<file path="src/rtl/core/gic_pkg.sv">
// Shared types, constants and helper functions for the gamepad input conditioner.
// Depends on nothing; imported by gamepad_input_conditioner_top.
`default_nettype none
package gic_pkg;

   localparam int REQ_DATA_W = 128;
   localparam int RSP_DATA_W = 64;
   localparam int CSR_ADDR_W = 3;
   localparam int CSR_DATA_W = 16;

   // Register indexes on the csr port
   typedef enum logic [CSR_ADDR_W-1:0] {
      CSR_LT_THRESHOLD = 3'd0,
      CSR_RT_THRESHOLD = 3'd1,
      CSR_LS_DEADZONE  = 3'd2,
      CSR_RS_DEADZONE  = 3'd3,
      CSR_GYRO_DEADZONE = 3'd4,
      CSR_GYRO_SENS    = 3'd5,
      CSR_GYRO_HOTKEY  = 3'd6,
      CSR_MODE_FLAGS   = 3'd7
   } csr_index_type;

   // Bit positions in buttons and mode_flags
   localparam int BTN_TOUCH   = 0;
   localparam int BTN_OPTIONS = 1;
   localparam int BTN_SHARE   = 2;

   localparam int MODE_GYRO_STICK   = 0;
   localparam int MODE_TRIG_BUTTONS = 1;
   localparam int MODE_TOUCH_START  = 2;
   localparam int MODE_TOUCH_SELECT = 3;
   localparam int MODE_SHARE_SELECT = 4;

   localparam logic [7:0]         CENTER       = 8'd128;
   localparam logic [7:0]         GYRO_LO      = 8'd48;   // center - 80
   localparam logic [7:0]         GYRO_HI      = 8'd208;  // center + 80
   localparam logic [11:0]        TOUCH_SPLIT  = 12'd1000;
   localparam logic signed [31:0] GYRO_FULL    = 32'sd256000;
   localparam logic [15:0]        GYRO_SENS_RESET = 16'd256;
   // floor(n / 125) for n < 2^15 as (n * RECIP_125) >> 22
   localparam logic [15:0]        RECIP_125    = 16'd33555;

   // Request item, last field in the lowest bits
   typedef struct packed {
      logic [5:0]         pad;
      logic [11:0]        touch1_x;
      logic [11:0]        touch0_x;
      logic [1:0]         touch_lifted;
      logic signed [15:0] gyro_z;
      logic signed [15:0] gyro_x;
      logic [7:0]         right_y_in;
      logic [7:0]         right_x_in;
      logic [7:0]         left_y_in;
      logic [7:0]         left_x_in;
      logic [7:0]         right_trigger_in;
      logic [7:0]         left_trigger_in;
      logic [15:0]        buttons_in;
   } req_type;

   // Result item, last field in the lowest bits
   typedef struct packed {
      logic [7:0]  right_y_out;
      logic [7:0]  right_x_out;
      logic [7:0]  left_y_out;
      logic [7:0]  left_x_out;
      logic [7:0]  right_trigger_out;
      logic [7:0]  left_trigger_out;
      logic [15:0] buttons_out;
   } rsp_type;

   // Stage 1: squared stick radii and raw gyro products
   typedef struct packed {
      logic [15:0]        buttons;
      logic [7:0]         ltrig;
      logic [7:0]         rtrig;
      logic [7:0]         lx;
      logic [7:0]         ly;
      logic [7:0]         rx;
      logic [7:0]         ry;
      logic [16:0]        lsum;
      logic [16:0]        rsum;
      logic signed [31:0] px;     // gyro_z * sensitivity
      logic signed [31:0] py;     // gyro_x * sensitivity
      logic               gyro_req;
   } s1_type;

   // Stage 2: deadzoned sticks and scaled gyro numerators
   typedef struct packed {
      logic [15:0] buttons;
      logic [7:0]  ltrig;
      logic [7:0]  rtrig;
      logic [7:0]  lx;
      logic [7:0]  ly;
      logic [7:0]  rx;
      logic [7:0]  ry;
      logic [14:0] nx;
      logic [14:0] ny;
      logic        gyro_req;
   } s2_type;

   // Stage 3: gyro stick position and select
   typedef struct packed {
      logic [15:0] buttons;
      logic [7:0]  ltrig;
      logic [7:0]  rtrig;
      logic [7:0]  lx;
      logic [7:0]  ly;
      logic [7:0]  rx;
      logic [7:0]  ry;
      logic [7:0]  gx;
      logic [7:0]  gy;
      logic        gyro_on;
   } s3_type;

   // Distance of a stick axis from center
   function automatic logic [7:0] axis_dist(input logic [7:0] v);
      axis_dist = (v >= CENTER) ? (v - CENTER) : (CENTER - v);
   endfunction

   // Squared radius of a stick position
   function automatic logic [16:0] radius_sq(input logic [7:0] x, input logic [7:0] y);
      logic [7:0] dx;
      logic [7:0] dy;
      dx = axis_dist(x);
      dy = axis_dist(y);
      radius_sq = 17'(16'(dx) * 16'(dx)) + 17'(16'(dy) * 16'(dy));
   endfunction

   // Stick survives the deadzone when off or strictly outside the circle
   function automatic logic dz_keep(input logic [16:0] sum, input logic [7:0] dz);
      logic [15:0] dz_sq;
      dz_sq = 16'(dz) * 16'(dz);
      dz_keep = (dz == 8'd0) || (sum > {1'b0, dz_sq});
   endfunction

   // Clamp, invert and scale by 255, then divide by 4096 (the power-of-two part of the span)
   function automatic logic [14:0] gyro_num(input logic signed [31:0] p);
      logic signed [31:0] c;
      logic [18:0]        v;
      logic [26:0]        num;
      if (p > GYRO_FULL) begin
         c = GYRO_FULL;
      end else if (p < -GYRO_FULL) begin
         c = -GYRO_FULL;
      end else begin
         c = p;
      end
      v = 19'(GYRO_FULL - c);
      num = {v, 8'd0} - {8'd0, v};
      gyro_num = num[26:12];
   endfunction

endpackage
`default_nettype wire

</file>
<file path="src/rtl/core/gamepad_input_conditioner_top.sv">
// Gamepad input conditioner: four-stage pipeline plus configuration registers.
// Depends on gic_pkg.
//
// Usage:
//   req_* carries one raw gamepad sample per item; rsp_* returns the conditioned
//   sample (remapped buttons, thresholded triggers, deadzoned sticks, optional
//   gyro-driven right stick). Every request item yields exactly one result item.
//   csr_* writes the eight configuration registers, one per cycle, no read-back;
//   write them only while no item is in flight.
// Timing:
//   An accepted item reaches rsp_tvalid through the stage registers (stage 1 squares and
//   products, stage 2 deadzones and gyro scaling, stage 3 reciprocal divide by
//   125 and gyro select, stage 4 gyro deadzone into the output register).
//   One item per cycle is sustained while rsp_tready stays high; the reciprocal
//   multiplier and the squaring stages set the stage depth.
// Reset and stall:
//   Reset empties the pipeline and loads register defaults (sensitivity 256,
//   all else 0). When rsp_tready is low the output register holds; bubbles in
//   earlier stages still fill, and req_tready drops once every stage is full.
`default_nettype none
module gamepad_input_conditioner_top (
   input  wire logic                           clock,
   input  wire logic                           reset,
   input  wire logic                           req_tvalid,
   output      logic                           req_tready,
   // buttons_in, left_trigger_in, right_trigger_in, left_x_in, left_y_in,
   // right_x_in, right_y_in, gyro_x, gyro_z, touch_lifted, touch0_x, touch1_x, zero pad
   input  wire logic [gic_pkg::REQ_DATA_W-1:0] req_tdata,
   output      logic                           rsp_tvalid,
   input  wire logic                           rsp_tready,
   // buttons_out, left_trigger_out, right_trigger_out, left_x_out, left_y_out,
   // right_x_out, right_y_out
   output      logic [gic_pkg::RSP_DATA_W-1:0] rsp_tdata,
   input  wire logic                           csr_wen,
   input  wire logic [gic_pkg::CSR_ADDR_W-1:0] csr_addr,
   input  wire logic [gic_pkg::CSR_DATA_W-1:0] csr_wdata
);
   import gic_pkg::*;

   // Configuration registers
   logic [7:0]  lt_thr_ff, rt_thr_ff, ls_dz_ff, rs_dz_ff, gyro_dz_ff;
   logic [15:0] gyro_sens_ff, gyro_mask_ff;
   logic [4:0]  mode_ff;

   always_ff @(posedge clock) begin
      if (reset) begin
         lt_thr_ff    <= '0;
         rt_thr_ff    <= '0;
         ls_dz_ff     <= '0;
         rs_dz_ff     <= '0;
         gyro_dz_ff   <= '0;
         gyro_sens_ff <= GYRO_SENS_RESET;
         gyro_mask_ff <= '0;
         mode_ff      <= '0;
      end else if (csr_wen) begin
         case (csr_index_type'(csr_addr))
            CSR_LT_THRESHOLD:  lt_thr_ff    <= csr_wdata[7:0];
            CSR_RT_THRESHOLD:  rt_thr_ff    <= csr_wdata[7:0];
            CSR_LS_DEADZONE:   ls_dz_ff     <= csr_wdata[7:0];
            CSR_RS_DEADZONE:   rs_dz_ff     <= csr_wdata[7:0];
            CSR_GYRO_DEADZONE: gyro_dz_ff   <= csr_wdata[7:0];
            CSR_GYRO_SENS:     gyro_sens_ff <= csr_wdata;
            CSR_GYRO_HOTKEY:   gyro_mask_ff <= csr_wdata;
            CSR_MODE_FLAGS:    mode_ff      <= csr_wdata[4:0];
            default: ;
         endcase
      end
   end

   // Pipeline valids and ready chain
   logic s1_valid_ff, s2_valid_ff, s3_valid_ff, s4_valid_ff;
   logic s1_valid_in, s2_valid_in, s3_valid_in, s4_valid_in;
   logic rdy1, rdy2, rdy3, rdy4;

   assign rdy4 = !s4_valid_ff || rsp_tready;
   assign rdy3 = !s3_valid_ff || rdy4;
   assign rdy2 = !s2_valid_ff || rdy3;
   assign rdy1 = !s1_valid_ff || rdy2;
   assign req_tready = rdy1;

   assign s1_valid_in = rdy1 ? req_tvalid  : s1_valid_ff;
   assign s2_valid_in = rdy2 ? s1_valid_ff : s2_valid_ff;
   assign s3_valid_in = rdy3 ? s2_valid_ff : s3_valid_ff;
   assign s4_valid_in = rdy4 ? s3_valid_ff : s4_valid_ff;

   always_ff @(posedge clock) begin
      if (reset) begin
         s1_valid_ff <= 1'b0;
         s2_valid_ff <= 1'b0;
         s3_valid_ff <= 1'b0;
         s4_valid_ff <= 1'b0;
      end else begin
         s1_valid_ff <= s1_valid_in;
         s2_valid_ff <= s2_valid_in;
         s3_valid_ff <= s3_valid_in;
         s4_valid_ff <= s4_valid_in;
      end
   end

   // Stage 1: buttons, triggers, squared radii, gyro products
   req_type req;
   s1_type  s1_ff, s1_in;
   logic    up0, up1, as_start, as_select, right_side, left_side;
   logic [15:0] b;
   logic signed [31:0] gz_ext, gx_ext, sens_ext;

   assign req = req_type'(req_tdata);

   always_comb begin
      up0       = req.touch_lifted[0];
      up1       = req.touch_lifted[1];
      as_start  = mode_ff[MODE_TOUCH_START];
      as_select = mode_ff[MODE_TOUCH_SELECT];
      right_side = (!up0 && req.touch0_x >= TOUCH_SPLIT) ||
                   (up0 && !up1 && req.touch1_x >= TOUCH_SPLIT);
      left_side  = (!up0 && req.touch0_x <= TOUCH_SPLIT) ||
                   (up0 && !up1 && req.touch1_x <= TOUCH_SPLIT);

      b = req.buttons_in;
      if (as_start && b[BTN_TOUCH] && (right_side || !as_select)) begin
         b[BTN_OPTIONS] = 1'b1;
         b[BTN_TOUCH]   = 1'b0;
      end
      if (!as_select && b[BTN_TOUCH] && (left_side || !as_start)) begin
         b[BTN_TOUCH] = 1'b0;
      end
      if (mode_ff[MODE_SHARE_SELECT] && b[BTN_SHARE]) begin
         b[BTN_TOUCH] = 1'b1;
         b[BTN_SHARE] = 1'b0;
      end

      s1_in.buttons = b;
      s1_in.ltrig = (req.left_trigger_in < lt_thr_ff) ? 8'd0 : req.left_trigger_in;
      s1_in.rtrig = (req.right_trigger_in < rt_thr_ff) ? 8'd0 : req.right_trigger_in;
      if (mode_ff[MODE_TRIG_BUTTONS]) begin
         s1_in.ltrig = (s1_in.ltrig != 8'd0) ? 8'd255 : 8'd0;
         s1_in.rtrig = (s1_in.rtrig != 8'd0) ? 8'd255 : 8'd0;
      end

      s1_in.lx   = req.left_x_in;
      s1_in.ly   = req.left_y_in;
      s1_in.rx   = req.right_x_in;
      s1_in.ry   = req.right_y_in;
      s1_in.lsum = radius_sq(req.left_x_in, req.left_y_in);
      s1_in.rsum = radius_sq(req.right_x_in, req.right_y_in);

      gz_ext   = 32'(req.gyro_z);
      gx_ext   = 32'(req.gyro_x);
      sens_ext = {16'd0, gyro_sens_ff};
      s1_in.px = gz_ext * sens_ext;
      s1_in.py = gx_ext * sens_ext;

      s1_in.gyro_req = mode_ff[MODE_GYRO_STICK] &&
                       ((req.buttons_in & gyro_mask_ff) == gyro_mask_ff);
   end

   always_ff @(posedge clock) begin
      if (rdy1) begin
         s1_ff <= s1_in;
      end
   end

   // Stage 2: stick deadzones, gyro clamp and scale
   s2_type s2_ff, s2_in;
   logic   lkeep, rkeep;

   always_comb begin
      lkeep = dz_keep(s1_ff.lsum, ls_dz_ff);
      rkeep = dz_keep(s1_ff.rsum, rs_dz_ff);
      s2_in.buttons  = s1_ff.buttons;
      s2_in.ltrig    = s1_ff.ltrig;
      s2_in.rtrig    = s1_ff.rtrig;
      s2_in.lx       = lkeep ? s1_ff.lx : CENTER;
      s2_in.ly       = lkeep ? s1_ff.ly : CENTER;
      s2_in.rx       = rkeep ? s1_ff.rx : CENTER;
      s2_in.ry       = rkeep ? s1_ff.ry : CENTER;
      s2_in.nx       = gyro_num(s1_ff.px);
      s2_in.ny       = gyro_num(s1_ff.py);
      s2_in.gyro_req = s1_ff.gyro_req;
   end

   always_ff @(posedge clock) begin
      if (rdy2) begin
         s2_ff <= s2_in;
      end
   end

   // Stage 3: divide by 125 through the reciprocal, window check
   s3_type s3_ff, s3_in;
   logic [30:0] qx_prod, qy_prod;

   always_comb begin
      qx_prod = 31'(s2_ff.nx) * 31'(RECIP_125);
      qy_prod = 31'(s2_ff.ny) * 31'(RECIP_125);
      s3_in.buttons = s2_ff.buttons;
      s3_in.ltrig   = s2_ff.ltrig;
      s3_in.rtrig   = s2_ff.rtrig;
      s3_in.lx      = s2_ff.lx;
      s3_in.ly      = s2_ff.ly;
      s3_in.rx      = s2_ff.rx;
      s3_in.ry      = s2_ff.ry;
      s3_in.gx      = qx_prod[29:22];
      s3_in.gy      = qy_prod[29:22];
      s3_in.gyro_on = s2_ff.gyro_req &&
                      (s2_ff.rx >= GYRO_LO) && (s2_ff.rx <= GYRO_HI) &&
                      (s2_ff.ry >= GYRO_LO) && (s2_ff.ry <= GYRO_HI);
   end

   always_ff @(posedge clock) begin
      if (rdy3) begin
         s3_ff <= s3_in;
      end
   end

   // Stage 4: gyro deadzone and right stick select into the output register
   rsp_type rsp_ff, rsp_in;
   logic    gkeep;

   always_comb begin
      gkeep = dz_keep(radius_sq(s3_ff.gx, s3_ff.gy), gyro_dz_ff);
      rsp_in.buttons_out       = s3_ff.buttons;
      rsp_in.left_trigger_out  = s3_ff.ltrig;
      rsp_in.right_trigger_out = s3_ff.rtrig;
      rsp_in.left_x_out        = s3_ff.lx;
      rsp_in.left_y_out        = s3_ff.ly;
      if (s3_ff.gyro_on) begin
         rsp_in.right_x_out = gkeep ? s3_ff.gx : CENTER;
         rsp_in.right_y_out = gkeep ? s3_ff.gy : CENTER;
      end else begin
         rsp_in.right_x_out = s3_ff.rx;
         rsp_in.right_y_out = s3_ff.ry;
      end
   end

   always_ff @(posedge clock) begin
      if (rdy4) begin
         rsp_ff <= rsp_in;
      end
   end

   assign rsp_tvalid = s4_valid_ff;
   assign rsp_tdata  = RSP_DATA_W'(rsp_ff);

   // An empty output register never blocks the input side
   a_ready_when_drained: assert property (@(posedge clock) disable iff (reset)
      !rsp_tvalid |-> req_tready)
      else $error("req_tready low with empty output register");

   // An accepted item always lands in stage 1
   a_accept_lands: assert property (@(posedge clock) disable iff (reset)
      (req_tvalid && req_tready) |=> s1_valid_ff)
      else $error("accepted item lost at stage 1");

   // A blocked stage 3 item stays put
   a_s3_hold: assert property (@(posedge clock) disable iff (reset)
      (s3_valid_ff && !rdy3) |=> (s3_valid_ff && $stable(s3_ff)))
      else $error("stage 3 item dropped or changed while blocked");

   // Nothing is presented right after reset
   a_reset_empty: assert property (@(posedge clock)
      reset |=> !rsp_tvalid)
      else $error("result presented after reset");

endmodule
`default_nettype wire

</file>
<file path="config.mk">
export PLATFORM = sky130hd
export DESIGN_NAME = gamepad_input_conditioner_top
export DESIGN_NICKNAME = d
export VERILOG_FILES = /design/src/rtl/core/gic_pkg.sv /design/src/rtl/core/gamepad_input_conditioner_top.sv
export SDC_FILE = /design/constraint.sdc
export NUM_CORES = 2
export LEC_CHECK = 0
export BUFFER_PORTS_ARGS = -buffer_cell sky130_fd_sc_hd__buf_4
export CORE_MARGIN = 10
export CORE_UTILIZATION = 45
export DETAILED_ROUTE_END_ITERATION = 7
export MAX_ROUTING_LAYER = met4
export PLACE_DENSITY = 0.63
export SYNTH_ARGS = -nofsm -noshare
export SYNTH_HDL_FRONTEND = slang
export SYNTH_SLANG_ARGS = --single-unit
</file>
<file path="constraint.sdc">
create_clock -name clock -period 11.17 [get_ports clock]
set_clock_uncertainty 0.05 [all_clocks]
set_input_delay 0.5585 -clock clock [delete_from_list [all_inputs] [get_ports clock]]
set_output_delay 0.5585 -clock clock [all_outputs]
set_load 0.005 [all_outputs]
</file>
# ---- Word-level counts from Yosys, hierarchy flattened
# Cells that the tools add are included.
dict set report totals {
  rom_bits 0
  ff_bits 484
  latchBits 0
  n_memories 0
  ramBits 0
  word_cells 185
}
dict set report op_classes {
  order_cmp 23
  eq_ne 8
  multipliers 13
  n_shift 0
  mux 20
  n_bitwise 1
  n_addsub 19
  div_mod_pow 0
  reduce_logical 48
}
# operator count
set op_table {}
lappend op_table {{$mul 8x8->16} 9}
lappend op_table {{$mux 8} 12}
lappend op_table {{$mux 19} 4}
lappend op_table {{$gt 32x19->1 const B} 2}
lappend op_table {{$lt 32x19->1 const B} 2}
lappend op_table {{$mul 16x17->32} 2}
lappend op_table {{$mul 15x16->30 const B} 2}
lappend op_table {{$sub 27x19->27} 2}
lappend op_table {{$add 16x16->17} 3}
lappend op_table {{$gt 17x16->1} 3}
lappend op_table {{$ge 8x8->1 const B} 6}
lappend op_table {{$sub 8x8->8 const A} 6}
lappend op_table {{$sub 8x8->8 const B} 6}
lappend op_table {{$sub 19x19->19 const A} 2}
lappend op_table {{$mux 16} 2}
lappend op_table {{$ge 12x10->1 const B} 2}
lappend op_table {{$le 12x10->1 const B} 2}
lappend op_table {{$logic_not 8->1} 3}
lappend op_table {{$and 16x16->16} 1}
lappend op_table {{$eq 16x16->1} 1}
lappend op_table {{$ge 8x6->1 const B} 2}
lappend op_table {{$le 8x8->1 const B} 2}
lappend op_table {{$lt 8x8->1} 2}
lappend op_table {{$reduce_and 2->1} 8}
lappend op_table {{other kinds (9)} 46}

# ---- Depth between registers and ports, before layout
dict set report logic_depth {
  depth_word 10
  mapped_depth 37
  depth_no_buf 36
}

# ---- Worst setup path before layout
# Ideal clock, no wire load.
dict set report synth_timing {
  path_type {register to register}
  startpoint {reg s3_ff[12] (netlist name)}
  endpoint {reg rsp_ff (netlist bit rsp_tdata[52]), data pin}
  setup_slack_ps 2678
  arrival_ps 8176
  stages_incl_launch_ff 34
  period_less_slack_ps 8492
  setup_time_ps 266
  t_required_ps 10854
  path_cell_list {edfxtp_1 > nor4_1 > a21oi_1 > xnor2_1 > inv_1 > nand2_1 > fa_1 > fa_1 > fa_1 > inv_1 > fa_1 > fa_1 > inv_1 > fa_1 > inv_1 > ha_1 > o21ai_0 > a21boi_0 > o21ai_0 > a21boi_0 > o21ai_0 > a21boi_0 > nor2_1 > ha_1 > a21o_1 > a21o_1 > a21o_1 > a21o_1 > nor3_1 > a211oi_1 > a21o_1 > a311oi_1 > clkbuf_1 > nor2_1}
}
# element line
set synth_lines {}
lappend synth_lines {{from (decl)} gamepad_input_conditioner_top.sv:189} ;# s3_type s3_ff, s3_in;
lappend synth_lines {{from (signal assigned)} gamepad_input_conditioner_top.sv:211} ;# s3_ff <= s3_in;
lappend synth_lines {{to (signal assigned)} gamepad_input_conditioner_top.sv:237} ;# rsp_ff <= rsp_in;
lappend synth_lines {{to (decl)} gamepad_input_conditioner_top.sv:216} ;# rsp_type rsp_ff, rsp_in;

==> results.md <==
* Cell mode on critical path: inv_1
* R2r startpoint: s3_ff[1]
* RD Place Congestion at 0.878
* Cell Area, Synth at 58700 µm²
* Post-Syn Area per Cell at 9.85 µm²
* WL/cell at 16.9 µm
* WP data arrival at 9.32 ns
* R2R Path End: rsp_tdata[53]
* RSZ-0062 raised after global routing: false
* Slowest stage delay, CP at 0.55 ns
* # IOs at 218
* Grt total ovfl at 0
* Final setup violation count at 0
* Post-CTS Setup Inserts at 0
* Cells after Synth at 5960
* P&R area growth vs syn at 9.09%
* Dominant cell type by area after synthesis: fa_1
* Crit path time final at 8.97 ns
* Crit start category: flip-flop
* CP Launch Point: s3_ff[1]
* Row Count at 132
* Worst Hold Class: input pin to flip-flop
* Worst Path Max Fanout at 16
* Die width at 381 µm
* FMAX at 0.111 GHz
* Area contributors post-synth: fa_1 (26%), edfxtp_1 (21%), ha_1 (17%)
* Status: complete, no violations
* Ys async rst share at 0%
* Final Cycle Share at 80.3%
* Setup ws final at 2.20 ns
* Layout cell share with drive strength beyond 1 at 6.22%
* Routed wire length at 133000 µm
* Post-CTS Hold Buffers at 0
* Most frequent cells in the layout: inv_1 (1184), ha_1 (798), fa_1 (760)
* Yosys reg bits at 484
* Via Count at 40786
* Slew @ Worst Pin at 1.19 ns
* Clock sink total at 484
* Vias in the first global route at 42568
* Critical path endpoint: rsp_tdata[53]
* Drt first-iter violations at 2088
* Worst slack, placed at 2.29 ns
* Final Hold Slack at 0.0511 ns
* Crit path kind: flip-flop to flip-flop
* Nets at 7824
* Post-CTS resize count at 0
* Worst path required time at 11.51 ns
* Slew HR at 20.9%
* Initial antenna violation count at 7
* Routed Antenna Nets at 0
* Largest net degree at the start of global routing at 82
* Post-DP Area at 62100 µm²
* R2R setup slack at 2.20 ns
* Sequential fraction of the synthesis area at 23.4%
* Sum of negative setup slack at 0 ns
* Worst skew pair latency at 0.66 ns
* Die area at 145000 µm²
* CTS Buffer Depth at 3
* Final instance area at 64000 µm²
* Post-DP HPWL at 107000 µm
* Routed vias/inst at 5.16
* Worst-path clk slew at 0.06 ns
* H-tree depth at 2
* Final hold violation count at 0
* Netlist cell types at 102
* Die height at 381 µm
* Synth warn at 0
* TritonCTS clock tree: built
* Ys flop type: edfxtp_1
* Post-synth EDFFs at 403
* GR Util All Layers at 19.0%
* Max-slew violation count at 0
* Initial Util at 45.3%
* Commonest non-fill, non-tap cell in the layout: inv_1
* First-pass iteration count of the detailed router at 5
* Max-cap viol count at 0
* Global-route wire length before repair at 221000 µm
* # DRC at 0
* Worst path slowest cell: fa_1
* Cell count of the worst reg-to-reg path at 36
* Yosys top cell area share at 25.9%
* CTS root buffer: clkbuf_16
* Core box area at 129000 µm²
* Crit end category: flip-flop
* Num CTS Buffers at 53
* Buffers on Ports at 205
-- flip-flops by register name (all words and copies together) (netlist names) --
register and count:
s1_ff 163, s2_ff 95, rsp_tdata 64, rsp_in 48
s3_ff 33, gyro_mask_ff 16, gyro_sens_ff 16, gyro_dz_ff 8
ls_dz_ff 8, lt_thr_ff 8, rs_dz_ff 8, rt_thr_ff 8
mode_ff 5, rsp_tvalid 1, s1_valid_ff 1, s2_valid_ff 1
s3_valid_ff 1
-- through the flow --
stage          cells  util (%)
6_report        7903      49.4
5_1_grt         7903      49.4
4_1_cts         7900      49.4
3_5_place_dp    7801      47.9
3_3_place_gp    7801      47.9
2_1_floorplan   5996         -
-- layer usage --
layer	vias up	GRT usage (%)	routed length [µm]
met1	20347	24.3	58000
li1	19480	-	-
met3	154	1.70	5290
met4	0	3.83	2580
met5	-	-	0
met2	805	32.9	67300
-- worst min-delay path by stage --
stage                              from  depth (start not counted)          to  slack (ns)
after global routing       req_tdata[4]                          1  s1_ff[151]        0.02
final                      req_tdata[4]                          1  s1_ff[151]        0.05
after detailed placement      s2_ff[92]                          0  rsp_in[13]        0.35
after floorplan               s2_ff[79]                          0   rsp_in[0]        0.35
after global placement        s2_ff[62]                          0  rsp_in[39]        0.35
after CTS                 req_tdata[45]                          1  s1_ff[120]       0.006
-- final cells by class --
cell class / instances / area [µm²]
Timing Repair Buffer: 230 / 1730
Clock inverter: 32 / 473
Sequential cell: 484 / 13700
Multi-Input combinational cell: 4157 / 40000
Tap cell: 1742 / 2180
Clock buffer: 67 / 1470
Fill cell: 12054 / 65500
Antenna cell: 3 / 7.51
Inverter: 1188 / 4460
-- cells in the mapped netlist (all sizes together) (87+ instances only) --
cell    number
edfxtp     403
inv       1186
ha         798
o21ai      105
clkbuf     158
a21o        87
fa         760
a21oi      209
xnor2      173
and2       297
nor2       308
nand2      635
-- critical path: cells and delay by family (launching register included) --
kind	cells	cell delay [ns]
compound gates	13	2.30
flops	1	0.53
simple gates	5	0.62
fa+ha+maj	9	3.56
buf+inv	7	0.92
xor+xnor	2	0.70
-- kinds of logic after synthesis --
group | synth area share [%]
adder cells (fa/ha/maj) | 42.9
XOR/XNOR | 3.51
AO/OA/AOI/OAI | 7.30
AND/OR/NAND/NOR | 13.3
multiplexers | 0.765
other | 0.0128
flip-flops | 23.4
buffers and inverters | 8.76
Power is left out: the tool's default activity adds up to more than one toggle a clock period on the data nets, which glitch-free logic cannot reach.
